### src/sv/dgh_pkg.sv
`default_nettype none
package dgh_pkg;

	// grid geometry
	localparam int GRID_COLUMNS = 5;
	localparam int GRID_ROWS = 7;
	localparam int TABLE_ROWS = 7;

	// glyph geometry
	localparam int GLYPH_W = 3;
	localparam int GLYPH_H = 5;
	localparam int NUM_DIGITS = 10;
	localparam logic [3:0] MAX_DIGIT = 4'd9;
	localparam logic [1:0] LAST_COL = 2'(GLYPH_W - 1);
	localparam logic [2:0] LAST_ROW = 3'(GLYPH_H - 1);

	// one glyph cell on its way from the font read to the index mapping
	typedef struct packed {
		logic [1:0] cx;
		logic [2:0] cy;
		logic [2:0] ox;
		logic [2:0] oy;
		logic       last;
	} cell_t;

	typedef struct packed {
		logic [7:0] red;
		logic [7:0] green;
		logic [7:0] blue;
	} colour_t;

	// per-row strip tables
	function automatic logic [2:0] row_len(input logic [2:0] gy);
		logic [2:0] len;
		case (gy)
			3'd0: len = 3'd3;
			3'd1: len = 3'd4;
			3'd2: len = 3'd5;
			3'd3: len = 3'd4;
			3'd4: len = 3'd5;
			3'd5: len = 3'd4;
			3'd6: len = 3'd3;
			default: len = 3'd0;
		endcase
		return len;
	endfunction

	function automatic logic [4:0] row_off(input logic [2:0] gy);
		logic [4:0] off;
		case (gy)
			3'd0: off = 5'd1;
			3'd1: off = 5'd4;
			3'd2: off = 5'd8;
			3'd3: off = 5'd13;
			3'd4: off = 5'd17;
			3'd5: off = 5'd22;
			3'd6: off = 5'd26;
			default: off = 5'd0;
		endcase
		return off;
	endfunction

	function automatic logic row_ind(input logic [2:0] gy);
		logic ind;
		case (gy)
			3'd0: ind = 1'b1;
			3'd6: ind = 1'b1;
			default: ind = 1'b0;
		endcase
		return ind;
	endfunction

endpackage
`default_nettype wire

### src/sv/dgh_font_rom.sv
`default_nettype none
module dgh_font_rom (
	input  wire logic       clk,
	input  wire logic       en,
	input  wire logic [3:0] digit,
	input  wire logic [2:0] row,
	output      logic [2:0] bits_q
);
	import dgh_pkg::*;

	// bit 2 is the leftmost glyph column
	localparam logic [2:0] FONT [NUM_DIGITS][GLYPH_H] = '{
		'{3'd6, 3'd5, 3'd0, 3'd5, 3'd6},
		'{3'd2, 3'd2, 3'd2, 3'd2, 3'd2},
		'{3'd6, 3'd5, 3'd2, 3'd2, 3'd7},
		'{3'd6, 3'd5, 3'd2, 3'd5, 3'd6},
		'{3'd4, 3'd5, 3'd6, 3'd1, 3'd2},
		'{3'd6, 3'd4, 3'd6, 3'd1, 3'd6},
		'{3'd2, 3'd2, 3'd6, 3'd5, 3'd6},
		'{3'd6, 3'd1, 3'd2, 3'd2, 3'd4},
		'{3'd6, 3'd5, 3'd6, 3'd5, 3'd6},
		'{3'd6, 3'd5, 3'd6, 3'd2, 3'd4}
	};

	always_ff @(posedge clk) begin
		if (en) begin
			bits_q <= FONT[digit][row];
		end
	end

endmodule
`default_nettype wire

### src/sv/dgh_cell_map.sv
`default_nettype none
module dgh_cell_map (
	input  wire logic [2:0]     glyph_row,
	input  wire dgh_pkg::cell_t glyph_cell,
	output      logic           write_enable,
	output      logic [4:0]     pixel_index
);
	import dgh_pkg::*;

	logic [3:0] gx;
	logic [3:0] gy;
	logic       lit;
	logic       on_grid;
	logic       in_span;
	logic       ind;
	logic [2:0] len;
	logic [4:0] off;
	logic [3:0] span_end;
	logic [3:0] col;
	logic [3:0] pos;
	logic [5:0] sum;

	always_comb begin
		gx = {1'b0, glyph_cell.ox} + {2'b0, glyph_cell.cx};
		gy = {1'b0, glyph_cell.oy} + {1'b0, glyph_cell.cy};
		// bit 2 is the leftmost column
		lit = glyph_row[2'd2 - glyph_cell.cx];
		on_grid = ({2'b0, gx} < 6'(GRID_COLUMNS)) && ({2'b0, gy} < 6'(GRID_ROWS))
			&& ({2'b0, gy} < 6'(TABLE_ROWS));
		ind = row_ind(gy[2:0]);
		len = row_len(gy[2:0]);
		off = row_off(gy[2:0]);
		span_end = {3'b0, ind} + {1'b0, len};
		in_span = (gx >= {3'b0, ind}) && (gx < span_end);
		col = gx - {3'b0, ind};
		// odd rows run right to left
		if (gy[0]) begin
			pos = {1'b0, len} - 4'd1 - col;
		end else begin
			pos = col;
		end
		sum = {1'b0, off} + {2'b0, pos};
		write_enable = lit && on_grid && in_span;
		pixel_index = write_enable ? sum[4:0] : 5'd0;
	end

endmodule
`default_nettype wire

### src/sv/digit_glyph_to_hex_strip.sv
`default_nettype none
// draws one decimal digit from a 3x5 font onto a hexagonal led grid wired as a
// serpentine strip. each accepted request yields fifteen results, one per glyph
// cell, column by column and top to bottom within a column; the fifteenth
// carries last. a result writes a pixel only when its glyph bit is lit and the
// cell lies inside its grid row's span; pixel_index is then the strip position
// (odd rows reversed), otherwise 0. digits above nine draw a nine, and the
// colour is copied onto every result. throughput is one result per cycle while the
// output is not stalled; the single font rom port is read once per cell, and
// the next request is taken in the cycle the last cell of the current one is
// read. the first result follows the request through the request register,
// the font rom read and the output register, in that order. a stalled output
// holds the whole pipe in place.
module digit_glyph_to_hex_strip (
	input  wire logic       clk,
	input  wire logic       arst_n,
	input  wire logic       in_valid,
	output      logic       in_ready,
	input  wire logic [3:0] digit,
	input  wire logic [2:0] origin_x,
	input  wire logic [2:0] origin_y,
	input  wire logic [7:0] red,
	input  wire logic [7:0] green,
	input  wire logic [7:0] blue,
	output      logic       out_valid,
	input  wire logic       out_ready,
	output      logic       write_enable,
	output      logic [4:0] pixel_index,
	output      logic [7:0] out_red,
	output      logic [7:0] out_green,
	output      logic [7:0] out_blue,
	output      logic       last
);
	import dgh_pkg::*;

	// current request and cell counters
	logic       busy_q;
	logic [3:0] digit_q;
	logic [2:0] ox_q;
	logic [2:0] oy_q;
	colour_t    colour_q;
	logic [1:0] cx_q;
	logic [2:0] cy_q;

	// font read stage
	logic       valid_s1;
	cell_t      cell_s1;
	colour_t    colour_s1;
	logic [2:0] glyph_s1;

	// output register
	logic       out_valid_q;
	logic       we_q;
	logic [4:0] idx_q;
	colour_t    out_colour_q;
	logic       last_q;

	logic       adv;
	logic       issue;
	logic       last_cell;
	logic       accept;
	logic       map_we;
	logic [4:0] map_idx;
	cell_t      cell_next;

	// the pipe moves whenever the output register is empty or being drained
	assign adv = !out_valid_q || out_ready;
	assign issue = busy_q && adv;
	assign last_cell = (cx_q == LAST_COL) && (cy_q == LAST_ROW);
	assign in_ready = !busy_q || (issue && last_cell);
	assign accept = in_valid && in_ready;

	always_comb begin
		cell_next.cx = cx_q;
		cell_next.cy = cy_q;
		cell_next.ox = ox_q;
		cell_next.oy = oy_q;
		cell_next.last = last_cell;
	end

	// request register and cell walk
	always_ff @(posedge clk or negedge arst_n) begin
		if (!arst_n) begin
			busy_q <= 1'b0;
			cx_q <= 2'd0;
			cy_q <= 3'd0;
		end else if (accept) begin
			busy_q <= 1'b1;
			cx_q <= 2'd0;
			cy_q <= 3'd0;
		end else if (issue) begin
			if (last_cell) begin
				busy_q <= 1'b0;
			end
			if (cy_q == LAST_ROW) begin
				cy_q <= 3'd0;
				cx_q <= cx_q + 2'd1;
			end else begin
				cy_q <= cy_q + 3'd1;
			end
		end
	end

	always_ff @(posedge clk) begin
		if (accept) begin
			// saturate to nine
			digit_q <= (digit > MAX_DIGIT) ? MAX_DIGIT : digit;
			ox_q <= origin_x;
			oy_q <= origin_y;
			colour_q <= '{red: red, green: green, blue: blue};
		end
	end

	// font rom, one glyph row per cell
	dgh_font_rom u_font (
		.clk    (clk),
		.en     (issue),
		.digit  (digit_q),
		.row    (cy_q),
		.bits_q (glyph_s1)
	);

	always_ff @(posedge clk or negedge arst_n) begin
		if (!arst_n) begin
			valid_s1 <= 1'b0;
		end else if (adv) begin
			valid_s1 <= issue;
		end
	end

	always_ff @(posedge clk) begin
		if (issue) begin
			cell_s1 <= cell_next;
			colour_s1 <= colour_q;
		end
	end

	// grid to strip mapping
	dgh_cell_map u_map (
		.glyph_row    (glyph_s1),
		.glyph_cell   (cell_s1),
		.write_enable (map_we),
		.pixel_index  (map_idx)
	);

	always_ff @(posedge clk or negedge arst_n) begin
		if (!arst_n) begin
			out_valid_q <= 1'b0;
		end else if (adv) begin
			out_valid_q <= valid_s1;
		end
	end

	always_ff @(posedge clk) begin
		if (adv && valid_s1) begin
			we_q <= map_we;
			idx_q <= map_idx;
			out_colour_q <= colour_s1;
			last_q <= cell_s1.last;
		end
	end

	assign out_valid = out_valid_q;
	assign write_enable = we_q;
	assign pixel_index = idx_q;
	assign out_red = out_colour_q.red;
	assign out_green = out_colour_q.green;
	assign out_blue = out_colour_q.blue;
	assign last = last_q;

endmodule
`default_nettype wire

### config.mk
export PLATFORM = sky130hd
export DESIGN_NAME = digit_glyph_to_hex_strip
export DESIGN_NICKNAME = d
export VERILOG_FILES = /design/src/sv/dgh_pkg.sv /design/src/sv/dgh_font_rom.sv /design/src/sv/dgh_cell_map.sv /design/src/sv/digit_glyph_to_hex_strip.sv
export SDC_FILE = /design/constraint.sdc
export NUM_CORES = 1
export LEC_CHECK = 0
export BUFFER_PORTS_ARGS = -buffer_cell sky130_fd_sc_hd__buf_2
export CAP_MARGIN = 0
export CORE_ASPECT_RATIO = 2
export CORE_UTILIZATION = 25
export CTS_CLUSTER_SIZE = 20
export DETAILED_ROUTE_END_ITERATION = 10
export RECOVER_POWER = 50
export SYNTH_ARGS = -nofsm -noshare
export SYNTH_HDL_FRONTEND = slang
export SYNTH_HIERARCHICAL = 1
export SYNTH_SLANG_ARGS = --single-unit
### constraint.sdc
create_clock -name clk -period 5.7 [get_ports clk]
set_clock_uncertainty 0.05 [all_clocks]
set_input_delay 1.425 -clock clk [delete_from_list [all_inputs] [get_ports clk]]
set_output_delay 1.425 -clock clk [all_outputs]
set_load 0.02 [all_outputs]
; ---- After elaboration in Yosys (flattened, before gate mapping)
; Memories as Yosys holds them, arrays and structs flattened.
; Index checks and enable logic that the tools add are counted.
; W data, S select, Z words.
[op_classes]
magnitude_cmp = 8
n_addsub = 10
reduce_logical = 23
bitwise_logic = 2
muxes = 20
n_mul = 0
eq_ne = 8
shift = 0
div_mod_pow = 0
[ops]
columns = operator, count
row1 = $pmux W5 S7, 1
row2 = $mux W15, 2
row3 = $mux W3, 5
row4 = $eq A3 B3 Y1 const B, 4
row5 = $logic_and A1 B1 Y1, 10
row6 = $bmux W3 S3, 1
row7 = $pmux W3 S3, 1
row8 = $lt A4 B3 Y1 const B, 2
row9 = $eq A3 B2 Y1 const B, 2
row10 = $mux W2, 3
row11 = $reduce_bool A2 Y1, 3
row12 = $add A5 B4 Y5, 1
row13 = $ge A5 B5 Y1 const B, 1
row14 = $mux W1, 5
row15 = $not A4 Y5, 1
row16 = $add A1 B3 Y4, 1
row17 = $add A3 B2 Y4, 1
row18 = $add A3 B3 Y4, 1
row19 = $ge A4 B1 Y1, 1
row20 = $ge A4 B4 Y1 const B, 1
row21 = $gt A4 B4 Y1 const B, 1
row22 = $lt A4 B4 Y1, 1
row23 = $mux W4, 1
row24 = $not A3 Y4, 1
row25 = 16 further kinds, 20
[word_totals]
romBits = 240
register_bits = 112
latchBits = 0
inputBits = 38
mem_count = 1
mem_bits_rw = 0
out_inout_bits = 33
[mem_list]
columns = name, depth, width, rd, rd_clocked_by_memory_dff, write_ports, line_no
row1 = (name not given), 16, 15, 1, 0, 0, dgh_font_rom.sv:27  ; bits_q <= FONT[digit][row];

; ---- Logic depth before layout (Yosys ltp)
[depth]
depth_word = 8
mapped_depth = 17
depth_no_buf = 17

; ---- Hierarchy
; The synthesis kept the hierarchy.
[by_module_without_submodules]
columns = mod, seq_area_each_um2, cells_per_inst, area_per_inst_um2, instances
row1 = digit_glyph_to_hex_strip, 3233.1, 152, 3512.1, 1
row2 = dgh_cell_map, 0.0, 92, 754.5, 1
row3 = dgh_font_rom, 90.1, 47, 419.2, 1

; ---- Worst setup path after synthesis
; OpenSTA, ideal clock, no wires.
[synth_path]
path_type = register -> register
start = reg cell_s1[2] (netlist bit)
end = reg idx_q[4] (netlist: pixel_index[4]) (data pin)
setup_time_ns = 0.255
t_arrival_ns = 3.656
slack_ns = 1.740
path_stages_with_launch = 16
path_buffers = 0
required_time_ns = 5.395
cell_sequence = edfxtp_1 > ha_1 > or3b_1 > and2_4 > xnor2_1 > and2_1 > ha_1 > ha_1 > inv_1 > fa_1 > mux2i_1 > fa_1 > a21o_1 > a21oi_1 > xor2_1 > and2_1
[synth_between]
elab_chain_len = 8
elab_cells_between_ends = 28
cone_classes = add/sub: 6 / order compare: 3 / eq/ne: 6 / mux: 4 / reduce/logical: 9
[synth_lines]
columns = element, line_no
row1 = from (decl), digit_glyph_to_hex_strip.sv:47  ; cell_t cell_s1;
row2 = from (signal assigned), digit_glyph_to_hex_strip.sv:133  ; cell_s1 <= cell_next;
row3 = $add A3 B3 Y4 (*), dgh_cell_map.sv:25  ; gy = {1'b0, glyph_cell.oy} + {1'b0, glyph_cell.cy};
row4 = $eq A3 B1 Y1 (tied with other cells), "dgh_pkg.sv:35, dgh_pkg.sv:50"
row5 = $reduce_or A3 Y1 (no source line) / $reduce_or A2 Y1 (equally long branches), --
row6 = $pmux W3 S3 / $mux W1 (equally long branches), "dgh_pkg.sv:35, dgh_pkg.sv:65"
row7 = $sub A3 B1 Y4 (tied with other cells), dgh_cell_map.sv:38  ; pos = {1'b0, len} - 4'd1 - col;
row8 = $sub A4 B4 Y4 / $lt A4 B4 Y1 (equally long branches), "dgh_cell_map.sv:38, dgh_cell_map.sv:34"
row9 = $mux W4 / $logic_and A1 B1 Y1 (equally long branches), "dgh_cell_map.sv:37, dgh_cell_map.sv:34"
row10 = $add A5 B4 Y5 / $logic_and A1 B1 Y1 (equally long branches), "dgh_cell_map.sv:42, dgh_cell_map.sv:43"
row11 = to (signal assigned), digit_glyph_to_hex_strip.sv:157  ; idx_q <= map_idx;
row12 = to (decl), digit_glyph_to_hex_strip.sv:54  ; logic [4:0] idx_q;
; Mark *: on every way between the ends. The rest lies on a longest branch, timed or not.
; A chain may end at the register's enable or synchronous reset.

; ---- Worst setup path after layout
; Ends and elaborated chain as after synthesis.

==> flow_metrics.py <==
metrics = {
    "sta": {
        "slew_viol_final": 0,
        "max_freq_mhz": 239,
        "relSlewSlack_pct": 21.3,
        "post-route-min-period_ps": 4190,
        "setup_tns_ps": 0,
        "layout_setup_ws_ps": 1510,
        "fin_crit_sh_pct": 73.5,
        "setup_violations": 0,
        "rsz0062_at_grt": "false",
        "hold_viol_final": 0,
        "worst_pin_slew_ps": 1180,
    },
    "setup_path": {
        "setup.worst_path.start": "cell_s1[2]$_DFFE_PP_",
        "path_cells": "ha_1, or3b_1, and2_4, xnor2_1, and2_1, ha_1, ha_1, inv_1, fa_1, mux2i_1, fa_1, a21o_1, a21oi_1, xor2_1, and2_1",
        "path_max_fanout": 5,
        "crit_path_end_kind": "register",
        "start_kind": "register",
        "arrival_ps": 4260,
        "regToRegStartpoint": "cell_s1[2]$_DFFE_PP_",
        "cpMaxStageDelayCell": "fa_1",
        "max_stage_delay_ps": 500,
        "path_common_cell": "ha_1",
        "crit_type": "register to register",
        "critPathBufInv": 1,
        "crit_family": "adder cells",
        "cp_data_required_time_ps": 5770,
    },
    "detailed_routing": {
        "via_count": 2526,
        "ant_nets": 0,
        "routedWlPerCell_um": 13.9,
        "dr.pass1.iters": 4,
        "first_iter_violations": 86,
        "vias_per_cell": 4.29,
        "drc": 0,
        "routed_wirelength_um": 8200,
    },
    "cts": {
        "cts.htree.levels": 3,
        "postCtsSetupBuffers": 0,
        "cts_sinks": 112,
        "root_buffer": "clkbuf_16",
        "clkTransAtPathRegs_ps": 80,
        "cts_made_buffers": 9,
        "clock_latency_ps": 350,
        "cts_resized": 0,
        "clock_path_buffers": 2,
        "cts_tree": "built",
        "ctsHoldBuffers": 0,
    },
    "min_path": {
        "holdCritStartpoint": "colour_s1[7]$_DFFE_PP_",
        "hold_class": "register to register",
    },
    "synth": {
        "syn_area_per_cell_um2": 16.1,
        "yosysWarnings": 6,
        "async_reset_ff_share_pct": 7.14,
        "netlist_area_mm2": 0.00469,
        "yosys-top-cells-area": "edfxtp_1, ha_1, dfrtp_1",
        "synth-edff-count": 104,
        "ys_types": 55,
        "synth_top_area_share_pct": 66.6,
        "yosys_most_used_dff": "edfxtp_1",
        "syn-num-nets": 359,
        "yosysTopAreaCell": "edfxtp_1",
        "syn_inst": 291,
        "ys_seq_area_share_pct": 70.9,
        "synth_seq_cells": 112,
    },
    "global_route": {
        "grt_pass1_vias": 2670,
        "grt_pass1_wl_um": 13200,
        "grt.overflow.total": 0,
        "grt_util_all_layers_pct": 9.07,
        "antenna_found_initial": 1,
        "grt_max_degree": 44,
    },
    "floorplan": {
        "die_w_um": 98.8,
        "ioPinCount": 71,
        "num_rows": 70,
        "die_y_um": 196,
        "core_region_area_mm2": 0.0183,
        "dieArea_mm2": 0.0193,
        "start_util_pct": 25.6,
    },
    "placement": {
        "post-dp-hpwl_um": 6020,
        "dp_cells": 572,
        "gp_congestion": 0.834,
        "pre_cts_slack_ps": 1500,
        "numPortBuffers": 70,
    },
    "final_layout": {
        "drive_above_1_share_pct": 19.4,
        "nNetsFinal": 435,
        "stdcell_count": 589,
        "synthToLayoutAreaGrowth_pct": 18.6,
    },
    "power": {
        "power_leakage_nw": 2.12,
        "p_per_area_mw_per_mm2": 469,
        "finalPower_mw": 2.60,
        "max-vdd-ir-drop_mv": 0.172,
    },
    "status": {
        "status": "finished, final reports clean",
    },
    "run": {
        "maxCapViolCount": 0,
    },
}
metal layers:
metal	wire [um]	part of all wire, %	global-route usage, %	vias up
met5	0	0	0	-
met2	4540	55	16.8	58
met3	245	3.0	1.86	17
met1	3130	38	8.91	1207
li1	-	-	-	1244
met4	286	3.5	5.91	0
cell usage in the layout (no fill, tap or decap), types with 2 or more instances in the layout:
| master | instances |
|---|---|
| edfxtp_1 | 104 |
| buf_2 | 45 |
| ha_1 | 27 |
| clkbuf_1 | 25 |
| inv_1 | 17 |
| nand2_1 | 14 |
| o21ai_0 | 12 |
| clkbuf_16 | 9 |
| nor2_1 | 8 |
| dfrtp_1 | 8 |
| and2_1 | 7 |
| a21oi_1 | 7 |
| xnor2_1 | 7 |
| nor2b_1 | 6 |
| mux2i_1 | 5 |
| nand2b_1 | 5 |
| a21o_1 | 5 |
| xor2_1 | 5 |
| nor3_1 | 4 |
| fa_1 | 3 |
| o21a_1 | 2 |
| a21o_2 | 2 |
| inv_8 | 2 |
| a211oi_1 | 2 |
| a21boi_0 | 2 |
| o21bai_1 | 2 |
| o311ai_0 | 2 |
| o211ai_1 | 2 |
power breakdown:
group	internal, mW	switching (mW)
Sequential	1.02	0.0683
Clock	0.350	0.301
Combinational	0.380	0.484
cell type report:
type	count	area [um2]
Tap cell	216	270
Sequential cell	112	3320
Multi-Input combinational cell	156	1250
Clock buffer	9	225
Fill cell	1795	12700
Timing Repair Buffer	71	327
Antenna cell	1	2.50
Inverter	17	63.8
Clock inverter	7	88.8
path summary, 6_finish.rpt:
check / end / slack (ps) / cells past startpoint
hold / removal: out_blue[7]$_DFFE_PP_ / 370 / 0
max in group asynchronous: cy_q[1]$_DFFE_PN0P_ / 4310 / 1
min in group asynchronous: out_valid$_DFFE_PN0N_ / 950 / 1
setup / recovery: pixel_index[4]$_DFFE_PP_ / 1510 / 15
hold reg to reg: out_blue[7]$_DFFE_PP_ / 370 / 0
setup reg to reg: pixel_index[4]$_DFFE_PP_ / 1510 / 15
worst register-to-register path, cell delays in order (launching register included):
cell and delay (ps):
edfxtp_1 380, ha_1 370, or3b_1 380, and2_4 160, xnor2_1 110, and2_1 210
ha_1 210, ha_1 330, inv_1 70, fa_1 500, mux2i_1 130, fa_1 490
a21o_1 190, a21oi_1 160, xor2_1 80, and2_1 150
registers in the layout (all words and copies together), names as in the netlist, 4 cells and up:
register,count
cell_s1,12
colour_q,24
colour_s1,24
digit_q,4
out_blue,8
out_green,8
out_red,8
pixel_index,5
synthesized netlist by cell type, drive strengths merged (2+ instances only):
| library cell | n |
|---|---|
| a211oi | 2 |
| a21boi | 2 |
| a21o | 7 |
| a21oi | 8 |
| and2 | 8 |
| and3b | 2 |
| buf | 2 |
| clkbuf | 4 |
| dfrtp | 8 |
| edfxtp | 104 |
| fa | 3 |
| ha | 27 |
| inv | 17 |
| mux2i | 5 |
| nand2 | 14 |
| nand2b | 5 |
| nor2 | 8 |
| nor2b | 7 |
| nor3 | 4 |
| nor4 | 2 |
| o211ai | 2 |
| o21a | 2 |
| o21ai | 12 |
| o21bai | 2 |
| o311ai | 3 |
| or2b | 2 |
| xnor2 | 7 |
| xor2 | 5 |
cell families after synthesis:
| family | synth area share (%) |
|---|---|
| compound gates | 7.42 |
| xor+xnor | 2.24 |
| buf+inv | 2.19 |
| flops | 70.9 |
| fa+ha+maj | 8.49 |
| simple gates | 7.66 |
| mux | 1.07 |
stage by stage:
stage | instance area (um2) | utilization [%] | hold slack [ps]
after global routing | 5560 | 30.3 | 371
final | 5560 | 30.3 | 368
after detailed placement | 5280 | 28.9 | 355
after floorplan | 4690 | - | 350
after CTS | 5600 | 30.6 | 372
after global placement | 5280 | 28.9 | 351
(Power assumes the default switching activity.)
